$ cat config.mk
export PLATFORM = sky130hd
export DESIGN_NAME = warmup_mean_then_running_average
export DESIGN_NICKNAME = d
export VERILOG_FILES = /design/src/hdl/wmra_pkg.sv /design/src/hdl/wmra_div.sv /design/src/hdl/warmup_mean_then_running_average.sv
export SDC_FILE = /design/constraint.sdc
export NUM_CORES = 1
export LEC_CHECK = 0
export BUFFER_PORTS_ARGS = -buffer_cell sky130_fd_sc_hd__buf_2
export CORE_AREA = 2 2 173 175
export CTS_CLUSTER_DIAMETER = 60
export DETAILED_ROUTE_END_ITERATION = 16
export DIE_AREA = 0 0 175 177
export PLACE_DENSITY = 0.84
export SLEW_MARGIN = 10
export SYNTH_ARGS = -nofsm -noshare
export SYNTH_HDL_FRONTEND = slang
export SYNTH_SLANG_ARGS = --single-unit
$ cat constraint.sdc
create_clock -name aclk -period 7.6 [get_ports aclk]
set_clock_uncertainty 0.1 [all_clocks]
set_input_delay 0.76 -clock aclk [delete_from_list [all_inputs] [get_ports aclk]]
set_output_delay 0.76 -clock aclk [all_outputs]
set_load 0.01 [all_outputs]
$ cat src/hdl/wmra_pkg.sv
`default_nettype none
// ----------------------------------------------------------------------------
// wmra_pkg: shared constants for the warm-up mean / running average block
// Widths of the sample, accumulator, window register and the divide datapath.
// ----------------------------------------------------------------------------
package wmra_pkg;

    localparam int SAMPLE_WIDTH = 16;
    // stream data bus, padded to whole bytes
    localparam int TDATA_W      = ((SAMPLE_WIDTH + 7) / 8) * 8;
    localparam int ACC_W        = 24;
    localparam int WIN_W        = 8;
    localparam int CNT_W        = WIN_W + 1;
    localparam int PROD_W       = ACC_W + WIN_W;
    // product plus one sample; SAMPLE_WIDTH never exceeds PROD_W
    localparam int DVD_W        = PROD_W + 1;
    localparam int DIV_CNT_W    = $clog2(DVD_W + 1);

endpackage : wmra_pkg
`default_nettype wire

$ cat src/hdl/wmra_div.sv
`default_nettype none
// ----------------------------------------------------------------------------
// wmra_div: iterative restoring divider
// One quotient bit per cycle; divisor must stay stable while busy.
// ----------------------------------------------------------------------------
module wmra_div (
    input  wire logic                         aclk,
    input  wire logic                         aresetn,
    input  wire logic                         start,
    input  wire logic [wmra_pkg::DVD_W-1:0]   dividend,
    input  wire logic [wmra_pkg::WIN_W-1:0]   divisor,
    output logic                              done,
    output logic [wmra_pkg::DVD_W-1:0]        quotient
);

    logic [wmra_pkg::DVD_W-1:0]     work_reg, work_next;
    logic [wmra_pkg::WIN_W-1:0]     rem_reg, rem_next;
    logic [wmra_pkg::DIV_CNT_W-1:0] cnt_reg, cnt_next;
    logic                           done_reg, done_next;

    logic [wmra_pkg::WIN_W:0] trial;
    logic [wmra_pkg::WIN_W:0] diff;
    logic                     ge;

    assign trial = {rem_reg, work_reg[wmra_pkg::DVD_W-1]};
    assign ge    = (trial >= {1'b0, divisor});
    assign diff  = trial - {1'b0, divisor};

    always_comb begin
        work_next = work_reg;
        rem_next  = rem_reg;
        cnt_next  = cnt_reg;
        done_next = 1'b0;
        if (start) begin
            work_next = dividend;
            rem_next  = '0;
            cnt_next  = wmra_pkg::DIV_CNT_W'(wmra_pkg::DVD_W);
        end else if (cnt_reg != '0) begin
            // remainder stays below the divisor, so it fits WIN_W bits
            rem_next  = ge ? diff[wmra_pkg::WIN_W-1:0] : trial[wmra_pkg::WIN_W-1:0];
            work_next = {work_reg[wmra_pkg::DVD_W-2:0], ge};
            cnt_next  = cnt_reg - 1'b1;
            done_next = (cnt_reg == wmra_pkg::DIV_CNT_W'(1));
        end
    end

    always_ff @(posedge aclk) begin
        if (!aresetn) begin
            cnt_reg  <= '0;
            done_reg <= 1'b0;
        end else begin
            cnt_reg  <= cnt_next;
            done_reg <= done_next;
        end
        work_reg <= work_next;
        rem_reg  <= rem_next;
    end

    assign done     = done_reg;
    assign quotient = work_reg;

endmodule : wmra_div
`default_nettype wire

$ cat src/hdl/warmup_mean_then_running_average.sv
`default_nettype none
// ----------------------------------------------------------------------------
// warmup_mean_then_running_average: block mean, then 1/N running average
// Sequencer around one multiplier and a shared iterative divider.
// ----------------------------------------------------------------------------
// One sample per input beat, one result beat per sample. The first N samples
// (N = window_count, 0 read as 1) are summed and answered with average 0,
// settled 0; the beat after them answers sum / N (its sample is dropped);
// every later beat answers (avg * (N-1) + sample) / N, truncated, settled 1.
// A warm-up beat goes from acceptance to the output register without the
// divider. The mean beat passes the 33-step restoring divider (one quotient
// bit a cycle); a running-average beat passes a registered multiply and add
// before it. s_axis_tready is high only while the sequencer is idle;
// the output register lets the next beat be taken while a result waits.
// window_count may only be written while no beat is in flight.
// ----------------------------------------------------------------------------
module warmup_mean_then_running_average (
    input  wire logic                          aclk,
    input  wire logic                          aresetn,
    // configuration
    input  wire logic                          cfg_wr_en,
    input  wire logic [wmra_pkg::WIN_W-1:0]    cfg_wr_data,   // window_count
    // input stream
    input  wire logic                          s_axis_tvalid,
    output logic                               s_axis_tready,
    input  wire logic [wmra_pkg::TDATA_W-1:0]  s_axis_tdata,  // [15:0] sample
    // result stream
    output logic                               m_axis_tvalid,
    input  wire logic                          m_axis_tready,
    output logic [wmra_pkg::TDATA_W-1:0]       m_axis_tdata,  // [15:0] average
    output logic [0:0]                         m_axis_tuser   // [0] settled
);

    localparam logic [2:0] ST_IDLE  = 3'd0;
    localparam logic [2:0] ST_MUL   = 3'd1;
    localparam logic [2:0] ST_ADD   = 3'd2;
    localparam logic [2:0] ST_START = 3'd3;
    localparam logic [2:0] ST_DIV   = 3'd4;
    localparam logic [2:0] ST_OUT   = 3'd5;

    logic [2:0]                          state_reg, state_next;
    logic [wmra_pkg::WIN_W-1:0]          win_reg, win_next;
    logic [wmra_pkg::CNT_W-1:0]          count_reg, count_next;
    logic [wmra_pkg::ACC_W-1:0]          acc_reg, acc_next;
    logic [wmra_pkg::WIN_W-1:0]          n_reg, n_next;
    logic [wmra_pkg::SAMPLE_WIDTH-1:0]   sample_reg, sample_next;
    logic [wmra_pkg::PROD_W-1:0]         prod_reg, prod_next;
    logic [wmra_pkg::DVD_W-1:0]          dvd_reg, dvd_next;
    logic                                settled_reg, settled_next;
    logic                                out_valid_reg, out_valid_next;
    logic [wmra_pkg::SAMPLE_WIDTH-1:0]   out_avg_reg, out_avg_next;
    logic                                out_settled_reg, out_settled_next;

    logic                                in_fire;
    logic                                out_load;
    logic [wmra_pkg::WIN_W-1:0]          n_eff;
    logic [wmra_pkg::CNT_W-1:0]          n_ext;
    logic [wmra_pkg::SAMPLE_WIDTH-1:0]   s_sample;
    logic                                div_start;
    logic                                div_done;
    logic [wmra_pkg::DVD_W-1:0]          div_q;

    assign s_sample  = s_axis_tdata[wmra_pkg::SAMPLE_WIDTH-1:0];
    assign n_eff     = (win_reg == '0) ? wmra_pkg::WIN_W'(1) : win_reg;
    assign n_ext     = {1'b0, n_eff};
    assign in_fire   = s_axis_tvalid && s_axis_tready;
    assign div_start = (state_reg == ST_START);
    assign out_load  = (state_reg == ST_OUT) && (!out_valid_reg || m_axis_tready);

    wmra_div u_div (
        .aclk     (aclk),
        .aresetn  (aresetn),
        .start    (div_start),
        .dividend (dvd_reg),
        .divisor  (n_reg),
        .done     (div_done),
        .quotient (div_q)
    );

    always_comb begin
        state_next       = state_reg;
        win_next         = cfg_wr_en ? cfg_wr_data : win_reg;
        count_next       = count_reg;
        acc_next         = acc_reg;
        n_next           = n_reg;
        sample_next      = sample_reg;
        prod_next        = prod_reg;
        dvd_next         = dvd_reg;
        settled_next     = settled_reg;
        out_avg_next     = out_avg_reg;
        out_settled_next = out_settled_reg;
        out_valid_next   = out_valid_reg && !m_axis_tready;

        case (state_reg)
            ST_IDLE: begin
                if (in_fire) begin
                    n_next      = n_eff;
                    sample_next = s_sample;
                    if (count_reg > n_ext) begin
                        // settled: running-average step
                        state_next = ST_MUL;
                    end else if (count_reg == n_ext) begin
                        // end of warm-up: mean of the sum, sample dropped
                        dvd_next   = wmra_pkg::DVD_W'(acc_reg);
                        count_next = count_reg + 1'b1;
                        state_next = ST_START;
                    end else begin
                        acc_next     = acc_reg + wmra_pkg::ACC_W'(s_sample);
                        count_next   = count_reg + 1'b1;
                        settled_next = 1'b0;
                        state_next   = ST_OUT;
                    end
                end
            end
            ST_MUL: begin
                prod_next  = wmra_pkg::PROD_W'(acc_reg) * wmra_pkg::PROD_W'(n_reg - 1'b1);
                state_next = ST_ADD;
            end
            ST_ADD: begin
                dvd_next   = wmra_pkg::DVD_W'(prod_reg) + wmra_pkg::DVD_W'(sample_reg);
                state_next = ST_START;
            end
            ST_START: begin
                state_next = ST_DIV;
            end
            ST_DIV: begin
                if (div_done) begin
                    acc_next     = div_q[wmra_pkg::ACC_W-1:0];
                    settled_next = 1'b1;
                    state_next   = ST_OUT;
                end
            end
            ST_OUT: begin
                if (out_load) begin
                    out_valid_next   = 1'b1;
                    out_settled_next = settled_reg;
                    out_avg_next     = settled_reg ? acc_reg[wmra_pkg::SAMPLE_WIDTH-1:0] : '0;
                    state_next       = ST_IDLE;
                end
            end
            default: begin
                state_next = ST_IDLE;
            end
        endcase
    end

    always_ff @(posedge aclk) begin
        if (!aresetn) begin
            state_reg     <= ST_IDLE;
            win_reg       <= wmra_pkg::WIN_W'(8);
            count_reg     <= '0;
            acc_reg       <= '0;
            out_valid_reg <= 1'b0;
        end else begin
            state_reg     <= state_next;
            win_reg       <= win_next;
            count_reg     <= count_next;
            acc_reg       <= acc_next;
            out_valid_reg <= out_valid_next;
        end
        n_reg           <= n_next;
        sample_reg      <= sample_next;
        prod_reg        <= prod_next;
        dvd_reg         <= dvd_next;
        settled_reg     <= settled_next;
        out_avg_reg     <= out_avg_next;
        out_settled_reg <= out_settled_next;
    end

    assign s_axis_tready   = (state_reg == ST_IDLE);
    assign m_axis_tvalid   = out_valid_reg;
    assign m_axis_tdata    = wmra_pkg::TDATA_W'(out_avg_reg);
    assign m_axis_tuser[0] = out_settled_reg;

endmodule : warmup_mean_then_running_average
`default_nettype wire
==> run_results.csv, run 1 <==
group,metric,value,unit
clocking,cts_buffers,17,
timing,rsz0062_at_grt,"no",
final_layout,final_cell_mix,"nand2_1, fa_1, inv_1",
final_layout,filler_cell_count,2313,
global_routing,grt_antenna_before_repair,0,
placed_design,io_buffers,47,
synth,syn_area_per_cell,9.56,um2
routing,ant_nets,0,
clocking,cts_tree,"yes",
final_layout,final_common_cell,"nand2_1",
timing,hold_viol,0,
timing,tns,0,ps
die,boundaryPins,48,
synth,yosysSeqAreaShare,0.315,
routing,drc,0,
die,die_area,0.0310,mm2
global_routing,grt_pass1_wl,70200,um
clocking,cts_max_level,4,
final_layout,diodes,0,
timing,post-route-period-util,0.905,
placed_design,pre_cts_ws,823,ps
pwr,p_per_area,429,mW/mm2
synth,synth_cells,1798,
worst_setup_path,worstPathRequired,7700,ps
synth,synth_edf_count,140,
placed_design,place_congestion,0.927,
routing,drt_iter0_markers,1200,
worst_setup_path,arrival,6980,ps
worst_hold_path,hold_path_class,"register to register",
clocking,cts.hold.buffers_added,0,
synth,synth_nets,2114,
timing,fmax,0.145,GHz
routing,drt-wirelength-per-cell,19.6,um
final_layout,area_growth_syn_to_layout,6.47,%
status,status,"finished clean",
timing,maxSlewHeadroom,0.215,
worst_setup_path,crit_path_start_kind,"register",
routing,vias_per_cell,6.10,
synth,synthDistinctLibCells,73,
timing,worst_pin_slew,1180,ps
final_layout,drive_above_1_share,0.0724,
clocking,worstSkewPairLatency,450,ps
die,start_util,0.588,
final_layout,layout.nets,2098,
timing,finalSetupViolations,0,
synth,async_flop_share,0,
global_routing,grt_pass1_vias,13533,
timing,worst_slack,722,ps
global_routing,grt_usage,0.291,
synth,netlist_area,0.0172,mm2
die,die_w,175,um
pwr,cellLeakagePower,8.26,nW
synth,ys_warn_count,0,
clocking,cts_resized,0,
routing,vias,13325,
synth,ys_seq_elements,200,
die,die_y,177,um
pwr,max-vdd-ir-drop,315,uV
routing,totalWireLength,42900,um
run,cap_violations,0,
placed_design,placed_area,0.0177,mm2
clocking,post_cts_buffers,0,
routing,firstDrtPassIters,6,
die,core,0.0292,mm2
clocking,cts_buffer_depth,2,
global_routing,gr-total-overflow,0,
worst_setup_path,critical_path_class,"register to register",
die,placementRows,63,
worst_setup_path,end_kind,"register",
placed_design,dp_hpwl,31800,um
final_layout,final_area,0.0183,mm2
clocking,cts-root-buf,"clkbuf_16",
synth,ys.flop_type,"edfxtp_1",
worst_setup_path,path_max_fanout,6,
timing,drv_slew,0,
clocking,cts_sinks,200,
timing,min_period,6880,ps
clocking,path_clk_slew,80,ps
global_routing,grt_max_degree,57,
==> metrics by stage <==
| step | total power [mW] | cells | util | hold slack, ps |
|---|---|---|---|---|
| 4_1_cts | 7.82 | 2185 | 0.626 | 362 |
| 6_report | 7.85 | 2185 | 0.626 | 368 |
| 2_1_floorplan | 5.59 | 1798 | - | 332 |
| 3_5_place_dp | 6.85 | 2153 | 0.605 | 351 |
| 3_3_place_gp | 6.68 | 2153 | 0.605 | 346 |
| 5_1_grt | 8.51 | 2185 | 0.626 | 375 |
==> cell families (layout without fill, tap and decap cells) <==
| group | after synthesis | after routing | share of synthesized area |
|---|---|---|---|
| adder cells (fa/ha/maj) | 287 | 287 | 0.278 |
| flip-flops | 200 | 200 | 0.315 |
| multiplexers | 14 | 14 | 0.00830 |
| AO/OA/AOI/OAI | 292 | 292 | 0.113 |
| AND/OR/NAND/NOR | 662 | 662 | 0.186 |
| XOR/XNOR | 86 | 86 | 0.0438 |
| buffers and inverters | 257 | 254 | 0.0563 |
==> worst paths after layout <==
path / start / slack, ps / to / cells past startpoint
worst max-delay path: n_reg[0]$_DFFE_PP_ / 720 / prod_reg[31]$_DFFE_PN_ / 22
worst min-delay path: u_div.rem_reg[7]$_SDFFE_PP0N_ / 370 / u_div.rem_reg[7]$_SDFFE_PP0N_ / 2
worst max register to register: n_reg[0]$_DFFE_PP_ / 720 / prod_reg[31]$_DFFE_PN_ / 22
worst min register to register: u_div.rem_reg[7]$_SDFFE_PP0N_ / 370 / u_div.rem_reg[7]$_SDFFE_PP0N_ / 2
==> final cells by class <==
class                   instances  area, um2  share of cell area
well taps                     390        488              0.0267
inverters                     158        593              0.0324
repair buffers                 64        363              0.0198
clock inverters                13        155             0.00848
multi-input cells            1341      10900               0.593
flip-flops and latches        200       5410               0.295
clock buffers                  19        433              0.0237
==> critical path, stage by stage, from the launching register on <==
cell and delay (ps):
edfxtp_1 470, inv_1 120, ha_1 240, nand4_1 180, or3_1 360, or2_2 300, fa_1 520, fa_1 570
inv_1 60, fa_1 500, fa_1 550, inv_1 70, fa_1 510, inv_1 60, ha_1 340, o21ai_0 120
o21ai_0 450, a31oi_1 260, o21a_1 280, o21a_1 180, o21ai_0 160, a21oi_1 100, xnor2_1 120
==> cell usage after synthesis (12+ instances only) <==
master	count	area, um2
nand3_1	28	140
inv_1	157	589
nor2_1	121	454
fa_1	158	3160
a21o_1	25	188
nand2_1	245	920
nand2b_1	39	244
xnor2_1	64	561
ha_1	129	1610
nor2b_1	76	475
a21oi_1	82	410
clkbuf_1	94	353
o21ai_0	75	375
a211oi_1	18	135
nand4_1	18	113
and2_1	62	388
mux2i_1	12	120
edfxtp_1	140	4200
xor2_1	22	193
dfxtp_1	60	1200
nor3_1	30	150
==> routing by layer <==
layer | up-vias | GRT usage | share of wire
met3 | 122 | 0.0556 | 0.097
li1 | 5999 | - | -
met1 | 6512 | 0.380 | 0.39
met5 | - | 0 | 0
met4 | 0 | 0.133 | 0.043
met2 | 692 | 0.475 | 0.47
==> report_power, final <==
group / leakage, nW / total, mW / switching (mW) / internal [mW]
sequential: 1.83 / 2.16 / 0.414 / 1.75
clock: 0.281 / 0.921 / 0.477 / 0.444
combinational: 6.15 / 4.76 / 2.88 / 1.88
Note: power is estimated with default switching activity, not from simulation.
==> run 2: changes to the inputs <==
--- a/config.mk
+++ b/config.mk
@@ -6,10 +6,10 @@
 export NUM_CORES = 1
 export LEC_CHECK = 0
 export BUFFER_PORTS_ARGS = -buffer_cell sky130_fd_sc_hd__buf_2
-export CORE_AREA = 2 2 173 175
+export CORE_AREA = 4 4 175 177
 export CTS_CLUSTER_DIAMETER = 60
 export DETAILED_ROUTE_END_ITERATION = 16
-export DIE_AREA = 0 0 175 177
+export DIE_AREA = 0 0 179 181
 export PLACE_DENSITY = 0.84
 export SLEW_MARGIN = 10
 export SYNTH_ARGS = -nofsm -noshare
==> run_results.csv, run 2 (synthesis gave the netlist of run 1 again) <==
group,metric,value,unit
die,die_area,0.0324,mm2
pwr,cellLeakagePower,8.30,nW
die,placementRows,63,
final_layout,diodes,0,
clocking,cts_max_level,4,
global_routing,grt_max_degree,57,
worst_setup_path,crit_path_start_kind,"register",
timing,fmax,0.139,GHz
timing,rsz0062_at_grt,"no",
worst_setup_path,end_kind,"register",
placed_design,place_congestion,0.957,
routing,drt_iter0_markers,1353,
global_routing,grt_pass1_wl,71700,um
pwr,max-vdd-ir-drop,407,uV
routing,drt-wirelength-per-cell,20.5,um
routing,vias_per_cell,6.13,
global_routing,gr-total-overflow,0,
pwr,p_clk_frac,0.124,
clocking,cts_buffers,17,
die,core,0.0292,mm2
placed_design,io_buffers,47,
final_layout,filler_cell_count,2217,
die,start_util,0.588,
die,boundaryPins,48,
worst_setup_path,arrival,7310,ps
timing,post-route-period-util,0.947,
pwr,combPwrFrac,0.608,
final_layout,layout.nets,2100,
worst_setup_path,critical_path_class,"register to register",
pwr,internal_power,4.14,mW
status,status,"finished clean",
routing,totalWireLength,44700,um
routing,drc,0,
routing,firstDrtPassIters,8,
worst_setup_path,r2r_slack,400,ps
routing,vias,13401,
clocking,path_clk_slew,90,ps
worst_setup_path,reg2reg_depth,22,
final_layout,final_cells,2187,
clocking,post_cts_buffers,0,
timing,min_period,7200,ps
worst_setup_path,worstPathRequired,7710,ps
worst_hold_path,hold_path_class,"register to register",
placed_design,dp_hpwl,32500,um
global_routing,grt_pass1_vias,13484,
clocking,cts_sinks,200,
timing,worst_slack,403,ps
final_layout,register_area,0.00541,mm2
die,die_y,181,um
timing,finalSetupViolations,0,
timing,drv_slew,0,
worst_setup_path,path_max_fanout,13,
final_layout,drive_above_1_share,0.0751,
timing,worst_pin_slew,1010,ps
clocking,cts-root-buf,"clkbuf_16",
run,cap_violations,0,
die,die_w,179,um
pwr,switchingPower,3.91,mW
global_routing,grt_antenna_before_repair,0,
pwr,p_per_area,438,mW/mm2
pwr,seqPwrFrac,0.268,
routing,ant_nets,0,
worst_hold_path,whs_path_depth,2,
clocking,cts_buffer_depth,2,
pwr,power.total,8.05,mW
final_layout,multi_input_area,0.0109,mm2
clocking,cts_tree,"yes",
placed_design,place_inst,2155,
placed_design,pre_cts_ws,476,ps
final_layout,area_growth_syn_to_layout,6.93,%
clocking,worstSkewPairLatency,460,ps
timing,tns,0,ps
timing,maxSlewHeadroom,0.328,
global_routing,grt_usage,0.284,
final_layout,final_cell_mix,"nand2_1, fa_1, inv_1",
final_layout,postLayoutCoreUtil,0.628,
pwr,swShare,0.485,
timing,hold_viol,0,
final_layout,final_common_cell,"nand2_1",
-- run 2: power groups by stage --
stage / combinational [mW] / sequential, mW / clock [mW]
floorplan: 3.66 / 1.93 / 0
global placement: 4.58 / 2.15 / 0
detailed placement: 4.77 / 2.16 / 0
CTS: 4.81 / 2.14 / 1.00
global route: 5.45 / 2.19 / 1.05
finish: 4.90 / 2.16 / 0.996
-- run 2: metal layers --
layer,track usage,part of all wire
met1,0.386,0.40
met2,0.448,0.46
met3,0.0649,0.10
met4,0.103,0.041
met5,0,0
-- run 2: cell type report --
cell class                      count  share of cell area
Clock buffer                       17              0.0232
Clock inverter                     15              0.0119
Inverter                          158              0.0323
Multi-Input combinational cell   1341               0.591
Sequential cell                   200               0.294
Tap cell                          390              0.0266
Timing Repair Buffer               66              0.0206
-- run 2: worst max-delay path: stages (launching register included) --
cell and delay (ps):
edfxtp_1 490, nor3_1 460, nand2_1 130, nor4_1 360, xnor2_2 320, nand2_1 160
fa_1 510, fa_1 550, inv_1 60, fa_1 510, fa_1 560, inv_1 70
fa_1 500, inv_1 40, ha_1 330, o21ai_0 140, o211ai_1 330, a311oi_2 240
nand2b_1 200, a31oi_1 340, nor3b_1 310, a2111oi_2 90, xnor2_1 140
-- run 2: stage by stage --
step	area [um2]	hold slack, ps
after global placement	17700	344
after floorplan	17200	332
final	18400	370
after CTS	18400	364
after detailed placement	17700	350
after global routing	18400	390
-- run 2: worst paths after layout --
kind	startpoint	endpoint
hold / removal	u_div.rem_reg[7]$_SDFFE_PP0N_	u_div.rem_reg[7]$_SDFFE_PP0N_
hold reg to reg	u_div.rem_reg[7]$_SDFFE_PP0N_	u_div.rem_reg[7]$_SDFFE_PP0N_
setup reg to reg	n_reg[0]$_DFFE_PP_	prod_reg[30]$_DFFE_PN_
setup / recovery	n_reg[0]$_DFFE_PP_	prod_reg[30]$_DFFE_PN_
-- run 2: repair_timing --
item / in CTS / in global routing
endpoints found under the setup margin: 0 / 1
hold buffers: 0 / 0
hold endpoints to repair: 0 / 0
gates resized for setup: 0 / 1
